<file path="src/rtl/mbcp_pkg.sv">
// ----------------------------------------------------------------------------
// mbcp_pkg
// Types and field codes shared by the mapped bearer context parser modules.
// ----------------------------------------------------------------------------
`default_nettype none

package mbcp_pkg;

   // Field tags carried in field_kind
   localparam logic [2:0] KIND_IDENT   = 3'd0;
   localparam logic [2:0] KIND_LEN_HI  = 3'd1;
   localparam logic [2:0] KIND_LEN_LO  = 3'd2;
   localparam logic [2:0] KIND_FLAGS   = 3'd3;
   localparam logic [2:0] KIND_PID     = 3'd4;
   localparam logic [2:0] KIND_PLEN    = 3'd5;
   localparam logic [2:0] KIND_CONTENT = 3'd6;

   localparam logic [7:0] CONTEXT_MAX = 8'hff;

   typedef struct packed {
      logic [7:0] data_byte;
      logic       last_byte;
   } req_payload_type;

   typedef struct packed {
      logic [2:0]  field_kind;
      logic [7:0]  context_number;
      logic [3:0]  param_number;
      logic [3:0]  bearer_identity;
      logic [1:0]  operation_code;
      logic        e_flag;
      logic [3:0]  param_count;
      logic [15:0] context_length;
      logic [7:0]  param_identifier;
      logic [7:0]  param_length;
      logic        truncated;
   } rsp_payload_type;

   // Values latched per context and parameter
   typedef struct packed {
      logic [3:0]  bearer_identity;
      logic [1:0]  operation_code;
      logic        e_flag;
      logic [3:0]  param_count;
      logic [15:0] context_length;
      logic [7:0]  param_identifier;
      logic [7:0]  param_length;
   } latch_type;

   // Pipeline control between the stages
   typedef struct packed {
      logic valid;
      logic advance;
   } stage_ctrl_type;

endpackage

`default_nettype wire

</file>
<file path="src/rtl/mbcp_stream_if.sv">
// ----------------------------------------------------------------------------
// mbcp_stream_if
// Valid/ready channel carrying one payload per transaction.
// ----------------------------------------------------------------------------
`default_nettype none

interface mbcp_stream_if #(
   parameter type payload_type = logic
);
   logic        valid;
   logic        ready;
   payload_type payload;

   modport source (output valid, output payload, input ready);
   modport sink   (input valid, input payload, output ready);
endinterface

`default_nettype wire

</file>
<file path="src/rtl/mbcp_in_reg.sv">
// ----------------------------------------------------------------------------
// mbcp_in_reg
// Input register: captures one byte transaction and holds it for the parser.
// ----------------------------------------------------------------------------
`default_nettype none

module mbcp_in_reg (
   input  wire logic                     clock,
   input  wire logic                     reset,
   mbcp_stream_if.sink                   req_if,
   input  wire mbcp_pkg::stage_ctrl_type ctrl,
   output      logic                     in_valid,
   output      mbcp_pkg::req_payload_type in_payload
);
   import mbcp_pkg::*;

   logic            valid_ff;
   logic            valid_in;
   req_payload_type payload_ff;

   // Take a new byte when empty or when the held byte moves on this cycle
   assign req_if.ready = !valid_ff || ctrl.advance;
   assign valid_in     = req_if.valid || (valid_ff && !ctrl.advance);

   always_ff @(posedge clock) begin
      if (reset) begin
         valid_ff <= 1'b0;
      end else begin
         valid_ff <= valid_in;
      end
   end

   always_ff @(posedge clock) begin
      if (req_if.valid && req_if.ready) begin
         payload_ff <= req_if.payload;
      end
   end

   assign in_valid   = valid_ff;
   assign in_payload = payload_ff;

endmodule

`default_nettype wire

</file>
<file path="src/rtl/mbcp_parse_core.sv">
// ----------------------------------------------------------------------------
// mbcp_parse_core
// Parser state and the per-byte step: tags the byte and updates the latches.
// ----------------------------------------------------------------------------
`default_nettype none

module mbcp_parse_core (
   input  wire logic                      clock,
   input  wire logic                      reset,
   input  wire mbcp_pkg::stage_ctrl_type  ctrl,
   input  wire mbcp_pkg::req_payload_type in_payload,
   output      mbcp_pkg::rsp_payload_type result
);
   import mbcp_pkg::*;

   typedef enum logic [2:0] {
      PH_IDENT   = 3'd0,
      PH_LEN_HI  = 3'd1,
      PH_LEN_LO  = 3'd2,
      PH_FLAGS   = 3'd3,
      PH_PID     = 3'd4,
      PH_PLEN    = 3'd5,
      PH_CONTENT = 3'd6
   } phase_type;

   phase_type  phase_ff, phase_in, phase_nx;
   logic [7:0] ctx_count_ff, ctx_count_in, ctx_count_nx;
   logic [3:0] par_count_ff, par_count_in, par_count_nx;
   logic [3:0] par_left_ff, par_left_in, par_left_nx;
   logic [7:0] content_left_ff, content_left_in, content_left_nx;
   latch_type  latch_ff, latch_in, latch_nx;

   logic [7:0] b;
   logic [3:0] par_left_dec;
   logic [7:0] content_dec;
   logic [2:0] kind;

   assign b            = in_payload.data_byte;
   assign par_left_dec = par_left_ff - 4'd1;
   assign content_dec  = content_left_ff - 8'd1;

   always_comb begin
      phase_nx        = PH_IDENT;
      ctx_count_nx    = ctx_count_ff;
      par_count_nx    = par_count_ff;
      par_left_nx     = par_left_ff;
      content_left_nx = content_left_ff;
      latch_nx        = latch_ff;
      kind            = KIND_CONTENT;
      case (phase_ff)
         PH_IDENT: begin
            kind = KIND_IDENT;
            if (ctx_count_ff != CONTEXT_MAX) begin
               ctx_count_nx = ctx_count_ff + 8'd1;
            end
            latch_nx                 = '0;
            latch_nx.bearer_identity = b[7:4];
            par_count_nx             = '0;
            par_left_nx              = '0;
            content_left_nx          = '0;
            phase_nx                 = PH_LEN_HI;
         end
         PH_LEN_HI: begin
            kind                    = KIND_LEN_HI;
            latch_nx.context_length = {b, 8'h00};
            phase_nx                = PH_LEN_LO;
         end
         PH_LEN_LO: begin
            kind                         = KIND_LEN_LO;
            latch_nx.context_length[7:0] = b;
            phase_nx                     = PH_FLAGS;
         end
         PH_FLAGS: begin
            kind                    = KIND_FLAGS;
            latch_nx.operation_code = b[7:6];
            latch_nx.e_flag         = b[4];
            latch_nx.param_count    = b[3:0];
            par_left_nx             = b[3:0];
            phase_nx                = (b[3:0] != 4'd0) ? PH_PID : PH_IDENT;
         end
         PH_PID: begin
            kind                      = KIND_PID;
            par_count_nx              = par_count_ff + 4'd1;
            latch_nx.param_identifier = b;
            latch_nx.param_length     = '0;
            phase_nx                  = PH_PLEN;
         end
         PH_PLEN: begin
            kind                  = KIND_PLEN;
            latch_nx.param_length = b;
            content_left_nx       = b;
            if (b != 8'd0) begin
               phase_nx = PH_CONTENT;
            end else begin
               par_left_nx = par_left_dec;
               phase_nx    = (par_left_dec != 4'd0) ? PH_PID : PH_IDENT;
            end
         end
         default: begin
            // content bytes; unused phase codes behave the same
            kind            = KIND_CONTENT;
            content_left_nx = content_dec;
            if (content_dec != 8'd0) begin
               phase_nx = PH_CONTENT;
            end else begin
               par_left_nx = par_left_dec;
               phase_nx    = (par_left_dec != 4'd0) ? PH_PID : PH_IDENT;
            end
         end
      endcase
   end

   // Result reflects the updated latches, before any end-of-element reset
   always_comb begin
      result.field_kind       = kind;
      result.context_number   = ctx_count_nx;
      result.param_number     = par_count_nx;
      result.bearer_identity  = latch_nx.bearer_identity;
      result.operation_code   = latch_nx.operation_code;
      result.e_flag           = latch_nx.e_flag;
      result.param_count      = latch_nx.param_count;
      result.context_length   = latch_nx.context_length;
      result.param_identifier = latch_nx.param_identifier;
      result.param_length     = latch_nx.param_length;
      result.truncated        = in_payload.last_byte && (phase_nx != PH_IDENT);
   end

   // Hold unless a byte advances; drop back to the reset state after the last byte
   always_comb begin
      phase_in        = phase_ff;
      ctx_count_in    = ctx_count_ff;
      par_count_in    = par_count_ff;
      par_left_in     = par_left_ff;
      content_left_in = content_left_ff;
      latch_in        = latch_ff;
      if (ctrl.valid && ctrl.advance) begin
         if (in_payload.last_byte) begin
            phase_in        = PH_IDENT;
            ctx_count_in    = '0;
            par_count_in    = '0;
            par_left_in     = '0;
            content_left_in = '0;
            latch_in        = '0;
         end else begin
            phase_in        = phase_nx;
            ctx_count_in    = ctx_count_nx;
            par_count_in    = par_count_nx;
            par_left_in     = par_left_nx;
            content_left_in = content_left_nx;
            latch_in        = latch_nx;
         end
      end
   end

   always_ff @(posedge clock) begin
      if (reset) begin
         phase_ff        <= PH_IDENT;
         ctx_count_ff    <= '0;
         par_count_ff    <= '0;
         par_left_ff     <= '0;
         content_left_ff <= '0;
         latch_ff        <= '0;
      end else begin
         phase_ff        <= phase_in;
         ctx_count_ff    <= ctx_count_in;
         par_count_ff    <= par_count_in;
         par_left_ff     <= par_left_in;
         content_left_ff <= content_left_in;
         latch_ff        <= latch_in;
      end
   end

endmodule

`default_nettype wire

</file>
<file path="src/rtl/mbcp_out_reg.sv">
// ----------------------------------------------------------------------------
// mbcp_out_reg
// Result register: holds one result transaction until the sink takes it.
// ----------------------------------------------------------------------------
`default_nettype none

module mbcp_out_reg (
   input  wire logic                      clock,
   input  wire logic                      reset,
   input  wire mbcp_pkg::stage_ctrl_type  ctrl,
   input  wire mbcp_pkg::rsp_payload_type result,
   output      logic                      free,
   mbcp_stream_if.source                  rsp_if
);
   import mbcp_pkg::*;

   logic            valid_ff;
   logic            valid_in;
   rsp_payload_type payload_ff;

   logic load;

   assign load     = ctrl.valid && ctrl.advance;
   assign free     = !valid_ff || rsp_if.ready;
   assign valid_in = load || (valid_ff && !rsp_if.ready);

   always_ff @(posedge clock) begin
      if (reset) begin
         valid_ff <= 1'b0;
      end else begin
         valid_ff <= valid_in;
      end
   end

   always_ff @(posedge clock) begin
      if (load) begin
         payload_ff <= result;
      end
   end

   assign rsp_if.valid   = valid_ff;
   assign rsp_if.payload = payload_ff;

endmodule

`default_nettype wire

</file>
<file path="src/rtl/mapped_bearer_context_parser.sv">
// Path: an accepted byte is held in the input register, then its result is
//   loaded into the result register, from which the sink can take it.
// Throughput: one byte transaction per cycle while the sink takes results;
//   the single state update per byte in the parse core is the only loop.
// Reset: synchronous, active high; clears the parser state and both stage
//   valid flags, so the parser expects an identity byte.
// ----------------------------------------------------------------------------
// mapped_bearer_context_parser
// Tags each byte of a mapped bearer contexts element with its field and shows
// the latched context and parameter values alongside it.
// ----------------------------------------------------------------------------
`default_nettype none

module mapped_bearer_context_parser (
   input  wire logic     clock,
   input  wire logic     reset,
   mbcp_stream_if.sink   req_if,
   mbcp_stream_if.source rsp_if
);
   import mbcp_pkg::*;

   // Stage flow: input register -> parse step -> result register.
   // The held byte advances whenever the result register is empty or is
   // being drained this cycle, so bytes stream through with no bubbles.
   stage_ctrl_type  ctrl;
   logic            in_valid;
   req_payload_type in_payload;
   rsp_payload_type result;
   logic            out_free;

   assign ctrl.valid   = in_valid;
   assign ctrl.advance = in_valid && out_free;

   // Capture the incoming transaction
   mbcp_in_reg u_in_reg (
      .clock      (clock),
      .reset      (reset),
      .req_if     (req_if),
      .ctrl       (ctrl),
      .in_valid   (in_valid),
      .in_payload (in_payload)
   );

   // Advance the phase machine and form the tagged result
   mbcp_parse_core u_parse_core (
      .clock      (clock),
      .reset      (reset),
      .ctrl       (ctrl),
      .in_payload (in_payload),
      .result     (result)
   );

   // Hold the result transaction for the sink
   mbcp_out_reg u_out_reg (
      .clock  (clock),
      .reset  (reset),
      .ctrl   (ctrl),
      .result (result),
      .free   (out_free),
      .rsp_if (rsp_if)
   );

endmodule

`default_nettype wire

</file>
<file path="src/flat_wrapper.sv">
// flat-port wrapper written by rule: the top's interface ports become plain ports
module mapped_bearer_context_parser_flat import mbcp_pkg::*;
  (clock, reset, req_if_valid, req_if_payload, req_if_ready, rsp_if_valid, rsp_if_payload, rsp_if_ready);
  mbcp_stream_if #(.payload_type(req_payload_type)) req_if_i ();
  mbcp_stream_if #(.payload_type(rsp_payload_type)) rsp_if_i ();
  input  wire logic clock;
  input  wire logic reset;
  input wire logic [$bits(req_if_i.valid)-1:0] req_if_valid;
  input wire logic [$bits(req_if_i.payload)-1:0] req_if_payload;
  output wire logic [$bits(req_if_i.ready)-1:0] req_if_ready;
  output wire logic [$bits(rsp_if_i.valid)-1:0] rsp_if_valid;
  output wire logic [$bits(rsp_if_i.payload)-1:0] rsp_if_payload;
  input wire logic [$bits(rsp_if_i.ready)-1:0] rsp_if_ready;
  assign req_if_i.valid = req_if_valid;
  assign req_if_i.payload = req_if_payload;
  assign req_if_ready = req_if_i.ready;
  assign rsp_if_valid = rsp_if_i.valid;
  assign rsp_if_payload = rsp_if_i.payload;
  assign rsp_if_i.ready = rsp_if_ready;
  mapped_bearer_context_parser u_core (.clock(clock), .reset(reset), .req_if(req_if_i), .rsp_if(rsp_if_i));
endmodule
</file>
<file path="config.mk">
export PLATFORM = sky130hd
export DESIGN_NAME = mapped_bearer_context_parser_flat
export DESIGN_NICKNAME = d
export VERILOG_FILES = /design/src/rtl/mbcp_pkg.sv /design/src/rtl/mbcp_stream_if.sv /design/src/rtl/mbcp_in_reg.sv /design/src/rtl/mbcp_parse_core.sv /design/src/rtl/mbcp_out_reg.sv /design/src/rtl/mapped_bearer_context_parser.sv /design/src/flat_wrapper.sv
export SDC_FILE = /design/constraint.sdc
export NUM_CORES = 1
export LEC_CHECK = 0
export BUFFER_PORTS_ARGS = -buffer_cell sky130_fd_sc_hd__buf_4
export CAP_MARGIN = 20
export CORE_MARGIN = 5
export CORE_UTILIZATION = 55
export CTS_CLUSTER_DIAMETER = 150
export DETAILED_ROUTE_END_ITERATION = 10
export MAX_ROUTING_LAYER = met4
export PLACE_DENSITY = 0.82
export SKIP_CTS_REPAIR_TIMING = 1
export SYNTH_ARGS = -nofsm -noshare
export SYNTH_HDL_FRONTEND = slang
export SYNTH_SLANG_ARGS = --single-unit
</file>
<file path="constraint.sdc">
create_clock -name clock -period 8.8 [get_ports clock]
set_input_delay 2.64 -clock clock [delete_from_list [all_inputs] [get_ports clock]]
set_output_delay 2.64 -clock clock [all_outputs]
set_load 0.005 [all_outputs]
</file>
==> flow_metrics.py, run 1 <==
metrics = {
    "power_and_ir_drop": {
        "powerDensity_mw_per_mm2": 206,
        "vdd_drop_max_mv": 0.128,
        "leakage_nw": 2.66,
        "total_power_mw": 1.51,
    },
    "floorplanning": {
        "design.die.area_mm2": 0.0135,
        "fp.dieH_um": 116,
        "rows": 38,
        "die_w_um": 116,
        "core-area_mm2": 0.0109,
        "start_util_pct": 56.5,
        "io_pins": 74,
    },
    "clock_tree": {
        "cts.htree.levels": 4,
        "cts.clk_slew.worst_paths_ns": 0.06,
        "cts_buffers": 17,
        "cts_tree": "yes",
        "cts_root_buffer": "clkbuf_16",
        "insertion_delay_ns": 0.41,
        "cts_sinks": 140,
        "clock_path_buffers": 2,
    },
    "logic_synthesis": {
        "ys_ff_latch": 140,
        "synth_top_family_by_area": "compound AO/OA/AOI/OAI gates",
        "synth_edf_count": 68,
        "yosysUniqueCellTypes": 53,
        "syn_inst": 603,
        "synth_top_area_share_pct": 33.0,
        "yosysTopAreaCell": "edfxtp_1",
        "synth_nets": 622,
        "synth_compound_area_share_pct": 20.8,
        "synth-simple-area-share_pct": 13.9,
        "synthTopCellsByArea": "edfxtp_1, dfxtp_1, a22oi_1",
        "avgSynthCellArea_um2": 10.2,
        "async_flop_share_pct": 0,
        "synth-xor-area-share_pct": 1.98,
        "synth_area_mm2": 0.00618,
        "synth.area.mux_share_pct": 1.74,
        "ys_seq_area_share_pct": 56.4,
        "yosysWarnings": 0,
        "synth_flop_cell": "dfxtp_1",
        "synth-adder-area-share_pct": 1.21,
    },
    "timing": {
        "fin_crit_sh_pct": 66.6,
        "maxSlewViolCount": 0,
        "worst_pin_slew_ns": 0.977,
        "slew_headroom_pct": 34.3,
        "rsz0062_at_grt": "no",
        "setup_tns_ns": 0,
        "timing.fmax_ghz": 0.171,
        "skew_ns": 0.00697,
        "finalCriticalPeriod_ns": 5.86,
        "finalSetupViolations": 0,
        "finalHoldViolations": 0,
        "holdWs_ns": 0.508,
    },
    "global_routing": {
        "grt_pass1_vias": 4866,
        "grt_pass1_wl_um": 24100,
        "antenna_found_initial": 0,
        "grt_max_degree": 72,
        "grtUsageTotal_pct": 23.5,
        "overflow": 0,
    },
    "placement": {
        "numPortBuffers": 73,
        "gp_congestion": 0.871,
        "dpl.cell_count": 770,
        "place_hpwl_um": 9070,
        "placed_cell_area_mm2": 0.00675,
    },
    "layout": {
        "final_area_mm2": 0.00735,
        "area.growth.synth_to_final_pct": 19.0,
        "antenna_cells": 0,
        "drive_gt1_share_pct": 18.9,
        "multiInputGateArea_mm2": 0.00246,
        "regArea_mm2": 0.00348,
        "stdcell_count": 802,
        "final_nets": 668,
        "n_fill_cell": 841,
    },
    "detailed_routing": {
        "ant_nets": 0,
        "dr.pass1.iters": 8,
        "vias_per_cell": 6.25,
        "finalWirelength_um": 15000,
        "via_count": 5009,
        "drc": 0,
        "drtIter0Drc": 550,
        "wire_per_inst_um": 18.7,
    },
    "critical_path": {
        "cp_max_fo": 3,
        "arrival_ns": 3.22,
        "required_ns": 6.16,
        "end_kind": "output pin",
        "startpoint_type": "input pin",
        "critical_path_class": "input pin to output pin",
    },
    "run_status": {
        "status": "finished clean",
    },
    "hold_path": {
        "hold_path.class": "flip-flop to flip-flop",
    },
    "run": {
        "drv_cap": 0,
    },
}
[path summary, 6_finish.rpt]
path,endpoint,cells after the start,slack (ns),startpoint
worst max-delay path,req_if_ready,4,2.94,rsp_if_ready
worst min-delay path,u_core.u_parse_core.latch_ff[41],2,0.51,u_core.u_parse_core.latch_ff[41]
worst max register to register,u_core.u_parse_core.ctx_count_ff[1],8,6.22,u_core.u_out_reg.rsp_if.valid
worst min register to register,u_core.u_parse_core.latch_ff[41],2,0.51,u_core.u_parse_core.latch_ff[41]
[kinds of logic after synthesis]
family | count (synthesis)
adder cells (fa/ha/maj) | 6
XOR/XNOR | 14
buffers and inverters | 63
AND/OR/NAND/NOR | 187
flip-flops | 140
AO/OA/AOI/OAI | 183
multiplexers | 10
[stage by stage]
stage          util, %  setup slack (ns)
3_3_place_gp      61.7              2.98
6_report          67.2              2.94
5_1_grt           67.2              2.87
3_5_place_dp      61.7              2.94
4_1_cts           67.2              2.93
2_1_floorplan        -              3.28
[cells in the mapped netlist (6+ instances only)]
cell and n:
or4_1 6, nand3b_1 6, nor3_1 7, edfxtp_1 68, mux2_2 6, a22oi_1 55
xnor2_1 8, a22o_1 32, inv_1 10, nor2_1 71, clkbuf_1 45, xor2_1 6
nand2b_1 7, o21ai_0 36, ha_1 6, nand2_1 65, dfxtp_1 72, a31oi_1 6
a21oi_1 24
[layout make-up]
type | count | share of cell area [%]
timing repair buffer | 79 | 8.07
tap | 140 | 2.38
sequential | 140 | 47.4
multi-input combinational | 400 | 33.4
inverter | 11 | 0.562
clock buffer | 20 | 6.21
clock inverter | 12 | 1.97
[metal layers]
layer / part of all wire, % / GRT usage, % / vias up
met5: 0 / - / -
met4: 2.9 / 9.20 / 0
met3: 8.2 / 5.12 / 47
met2: 51 / 38.4 / 239
met1: 38 / 28.6 / 2407
li1: - / - / 2316
[state kept, by name (all words and copies together), names as in the netlist]
register and cells:
u_core.u_in_reg.in_payload 9, u_core.u_parse_core.content_left_ff 8, u_core.u_parse_core.latch_ff 43, u_core.u_out_reg.rsp_if.payload 59, u_core.u_parse_core.ctx_count_ff 8, u_core.u_out_reg.rsp_if.valid 1, u_core.u_parse_core.phase_ff 3, u_core.u_parse_core.par_count_ff 4
u_core.u_parse_core.par_left_ff 4, u_core.u_in_reg.in_valid 1
[cell usage in the layout (no fill, tap or decap), types with 5 or more instances in the layout]
master and n:
a22o_1 32, nor2_1 71, nand2b_1 7, a21oi_1 24
xnor2_1 8, clkbuf_16 17, o21ai_0 36, buf_4 79
nor3_1 6, dfxtp_1 72, a22oi_1 55, nand3_1 5
nand2_1 64, a32oi_1 5, xor2_1 6, edfxtp_1 68
nand3b_1 6, ha_1 6, a31oi_1 6, inv_1 9
nor4_1 5, or4_1 6, mux2_2 6
[critical path, stage by stage]
cell,delay (ns)
buf_4,0.11
nor2b_1,0.22
nand2_1,0.11
buf_4,0.14
[where the power goes]
part | switching (mW) | leakage (nW) | internal (mW)
logic | 0.0483 | 1.14 | 0.0281
clock network | 0.266 | 0.290 | 0.458
registers | 0.0137 | 1.23 | 0.699
total | 0.328 | 2.66 | 1.19
Note: power is estimated with default switching activity, not from simulation.
==> run 2: changes to the inputs <==
clock period = 5.7 ns   (was 8.8 ns; I/O delays follow)
==> flow_metrics.py, run 2 (synthesized netlist as in run 1, its figures left out) <==
metrics = {
    "clock_tree": {
        "cts_root_buffer": "clkbuf_16",
        "cts_sinks": 140,
        "insertion_delay_ns": 0.41,
        "cts.clk_slew.worst_paths_ns": 0.06,
        "clock_path_buffers": 2,
        "cts_tree": "yes",
        "cts_buffers": 17,
        "cts.htree.levels": 4,
    },
    "detailed_routing": {
        "via_count": 5037,
        "wire_per_inst_um": 18.9,
        "vias_per_cell": 6.28,
        "finalWirelength_um": 15100,
        "drtIter0Drc": 524,
        "dr.pass1.iters": 6,
        "drc": 0,
        "ant_nets": 0,
    },
    "layout": {
        "multiInputGateArea_mm2": 0.00246,
        "final_util_pct": 67.7,
        "regArea_mm2": 0.00348,
        "layout_common_cells": "buf_4, dfxtp_1, nor2_1, edfxtp_1, nand2_1",
        "n_fill_cell": 834,
        "antenna_cells": 0,
        "area.growth.synth_to_final_pct": 19.8,
        "final_nets": 668,
        "largest_reg_flops": 59,
        "final_common_cell": "buf_4",
        "stdcell_count": 802,
        "drive_gt1_share_pct": 19.2,
        "final_area_mm2": 0.00740,
    },
    "power_and_ir_drop": {
        "vdd_drop_max_mv": 0.170,
        "seq_power_share_pct": 45.6,
        "total_power_mw": 2.41,
        "clock_power_share_pct": 49.5,
        "p_switching_mw": 0.520,
        "power.internal_mw": 1.89,
        "powerDensity_mw_per_mm2": 326,
        "switching_share_pct": 21.5,
        "p_comb_share_pct": 4.9,
        "leakage_nw": 2.68,
    },
    "timing": {
        "finalCriticalPeriod_ns": 4.06,
        "finalSetupViolations": 0,
        "skew_ns": 0.00855,
        "setup_tns_ns": 0,
        "finalHoldViolations": 0,
        "slew_headroom_pct": 29.9,
        "rsz0062_at_grt": "no",
        "maxSlewViolCount": 0,
        "fin_crit_sh_pct": 71.2,
        "worst_pin_slew_ns": 1.04,
        "timing.fmax_ghz": 0.246,
    },
    "floorplanning": {
        "io_pins": 74,
        "die_w_um": 116,
        "start_util_pct": 56.5,
        "design.die.area_mm2": 0.0135,
        "fp.dieH_um": 116,
        "rows": 38,
        "core-area_mm2": 0.0109,
    },
    "critical_path": {
        "startpoint_type": "input pin",
        "cp_max_fo": 3,
        "arrival_ns": 2.35,
        "required_ns": 3.99,
        "critical_path_class": "input pin to output pin",
        "r2r_cells": 6,
        "end_kind": "output pin",
    },
    "placement": {
        "numPortBuffers": 73,
        "gp_congestion": 0.827,
        "place_hpwl_um": 9290,
        "placed_cell_area_mm2": 0.00675,
        "dpl.cell_count": 770,
    },
    "global_routing": {
        "grtUsageTotal_pct": 23.5,
        "grt_pass1_wl_um": 24100,
        "overflow": 0,
        "grt_max_degree": 72,
        "grt_pass1_vias": 4848,
        "antenna_found_initial": 0,
    },
    "run": {
        "drv_cap": 0,
    },
    "hold_path": {
        "whs_path_depth": 2,
        "hold_path.class": "flip-flop to flip-flop",
    },
    "run_status": {
        "status": "finished clean",
    },
}
[run 2: layout make-up]
class,count,share of cell area [%]
well taps,140,2.37
multi-input cells,400,33.2
inverters,11,0.558
repair buffers,79,8.01
flip-flops and latches,140,47.1
clock buffers,20,6.30
clock inverters,12,2.48
[run 2: routing by layer]
layer  wire [um]  up-vias  track usage, %
li1            -     2324               -
met1        5880     2414            27.9
met2        7710      248            39.7
met3        1110       51            3.86
met4         428        0            10.1
met5           0        -               -
[run 2: per-stage QoR]
stage	hold WS [ns]	setup slack (ns)
floorplan	0.473	1.64
global placement	0.484	1.73
detailed placement	0.499	1.64
CTS	0.512	1.63
global route	0.539	1.55
finish	0.510	1.64
[run 2: path summary, 6_finish.rpt]
kind | start | endpoint | slack, ns
worst max-delay path | rsp_if_ready | req_if_ready | 1.64
worst min-delay path | u_core.u_parse_core.latch_ff[42] | u_core.u_parse_core.latch_ff[42] | 0.51
worst max register to register | u_core.u_parse_core.phase_ff[2] | u_core.u_parse_core.ctx_count_ff[3] | 3.14
worst min register to register | u_core.u_parse_core.latch_ff[42] | u_core.u_parse_core.latch_ff[42] | 0.51
[run 2: power groups by stage]
stage / Clock, mW / Sequential [mW] / Combinational (mW)
after CTS: 1.20 / 1.10 / 0.118
after global placement: 0 / 1.12 / 0.113
after global routing: 1.25 / 1.10 / 0.128
after detailed placement: 0 / 1.12 / 0.118
final: 1.20 / 1.10 / 0.118
after floorplan: 0 / 1.11 / 0.0681
[run 2: critical path, cell delays in order]
cell and delay, ns:
buf_4 0.11, nor2b_1 0.24, nand2_1 0.13, buf_4 0.15
==> run 3: changes to the inputs <==
CORE_UTILIZATION = 52   (was 55)
PLACE_DENSITY = 0.81   (was 0.82)
clock period = 3.55 ns   (was 5.7 ns; I/O delays follow)
==> flow_metrics.py, run 3 (synthesized netlist as in run 1, its figures left out) <==
metrics = {
    "critical_path": {
        "r2r_cells": 5,
        "cp_max_fo": 3,
        "end_kind": "output pin",
        "critical_path_class": "input pin to output pin",
        "required_ns": 2.48,
        "startpoint_type": "input pin",
        "crit-reg2reg-launch": "u_core.u_parse_core.phase_ff[1]",
        "r2r_slack_ns": 1.10,
        "arrival_ns": 1.63,
        "r2r-end": "u_core.u_parse_core.ctx_count_ff[3]",
    },
    "layout": {
        "drive_gt1_share_pct": 19.4,
        "stdcell_count": 812,
        "final_nets": 675,
        "n_fill_cell": 889,
        "layout_common_cells": "buf_4, dfxtp_1, nor2_1, edfxtp_1, nand2_1",
        "largest_reg_flops": 59,
        "antenna_cells": 0,
        "final_common_cell": "buf_4",
        "area.growth.synth_to_final_pct": 19.4,
    },
    "hold_path": {
        "whs_path_depth": 2,
        "min-delay-start": "u_core.u_parse_core.latch_ff[15]",
        "whs_endpoint": "u_core.u_parse_core.latch_ff[15]",
        "hold_path.class": "flip-flop to flip-flop",
    },
    "global_routing": {
        "grtUsageTotal_pct": 22.6,
        "antenna_found_initial": 0,
        "grt_pass1_wl_um": 25000,
        "grt_max_degree": 60,
        "overflow": 0,
        "grt_pass1_vias": 4987,
    },
    "floorplanning": {
        "io_pins": 74,
        "fp.dieH_um": 119,
        "core-area_mm2": 0.0115,
        "rows": 39,
        "die_w_um": 119,
        "start_util_pct": 53.7,
        "design.die.area_mm2": 0.0142,
    },
    "power_and_ir_drop": {
        "powerDensity_mw_per_mm2": 495,
        "vdd_drop_max_mv": 0.294,
        "leakage_nw": 2.68,
        "total_power_mw": 3.65,
    },
    "clock_tree": {
        "cts.clk_slew.worst_paths_ns": 0.06,
        "cts.htree.levels": 4,
        "clock_path_buffers": 2,
        "cts_tree": "yes",
        "cts_sinks": 140,
        "cts_root_buffer": "clkbuf_16",
        "insertion_delay_ns": 0.42,
        "cts_buffers": 17,
    },
    "timing": {
        "maxSlewViolCount": 0,
        "setup_tns_ns": 0,
        "worst_pin_slew_ns": 0.721,
        "skew_ns": 0.00649,
        "rsz0062_at_grt": "no",
        "timing.fmax_ghz": 0.372,
        "holdWs_ns": 0.515,
        "finalCriticalPeriod_ns": 2.69,
        "fin_crit_sh_pct": 75.8,
        "finalHoldViolations": 0,
        "slew_headroom_pct": 51.9,
        "finalSetupViolations": 0,
    },
    "run_status": {
        "status": "finished clean",
    },
    "placement": {
        "place_hpwl_um": 9690,
        "numPortBuffers": 73,
        "gp_congestion": 0.909,
        "dpl.cell_count": 780,
    },
    "run": {
        "drv_cap": 0,
    },
    "detailed_routing": {
        "via_count": 5068,
        "ant_nets": 0,
        "vias_per_cell": 6.24,
        "finalWirelength_um": 15400,
        "drtIter0Drc": 522,
        "dr.pass1.iters": 6,
        "drc": 0,
        "wire_per_inst_um": 19.0,
    },
}
[run 3: worst max path at each step]
stage / from / end / slack [ns] / cells after the start
3_5_place_dp: rsp_if_ready / req_if_ready / 0.86 / 4
3_3_place_gp: rsp_if_ready / req_if_ready / 0.87 / 4
2_1_floorplan: rsp_if_ready / u_core.u_parse_core.content_left_ff[0] / 0.13 / 6
6_report: rsp_if_ready / req_if_ready / 0.86 / 4
4_1_cts: rsp_if_ready / req_if_ready / 0.85 / 4
5_1_grt: rsp_if_ready / req_if_ready / 0.80 / 4
[run 3: critical path, cell delays in order]
cell	delay, ns
buf_4	0.11
nor2b_1	0.21
nand2_1	0.10
buf_4	0.14
[run 3: power breakdown]
| part | total, mW | internal, mW | switching, mW |
|---|---|---|---|
| Combinational | 0.197 | 0.0742 | 0.123 |
| Clock | 1.69 | 1.03 | 0.660 |
| Sequential | 1.77 | 1.73 | 0.0344 |
[run 3: layer usage]
metal / part of all wire (%) / GRT usage [%] / vias to the layer above
met2: 49 / 36.2 / 236
met5: 0 / - / -
met1: 40 / 26.7 / 2447
li1: - / - / 2337
met3: 6.8 / 5.40 / 48
met4: 3.5 / 11.0 / 0
[run 3: per-stage QoR]
stage	utilization, %	instance area [um^2]	setup slack, ns
6_report	64.1	7380	0.860
5_1_grt	64.1	7380	0.797
4_1_cts	64.1	7380	0.848
3_5_place_dp	59.2	6820	0.859
3_3_place_gp	59.2	6820	0.866
2_1_floorplan	-	6180	0.133
[run 3: final cells by class]
cell class	instances	area, um^2	share of cell area [%]
flip-flops and latches	140	3480	47.2
multi-input cells	400	2460	33.3
repair buffers	86	658	8.92
clock buffers	20	437	5.92
well taps	143	179	2.42
clock inverters	12	121	1.64
inverters	11	41.3	0.560
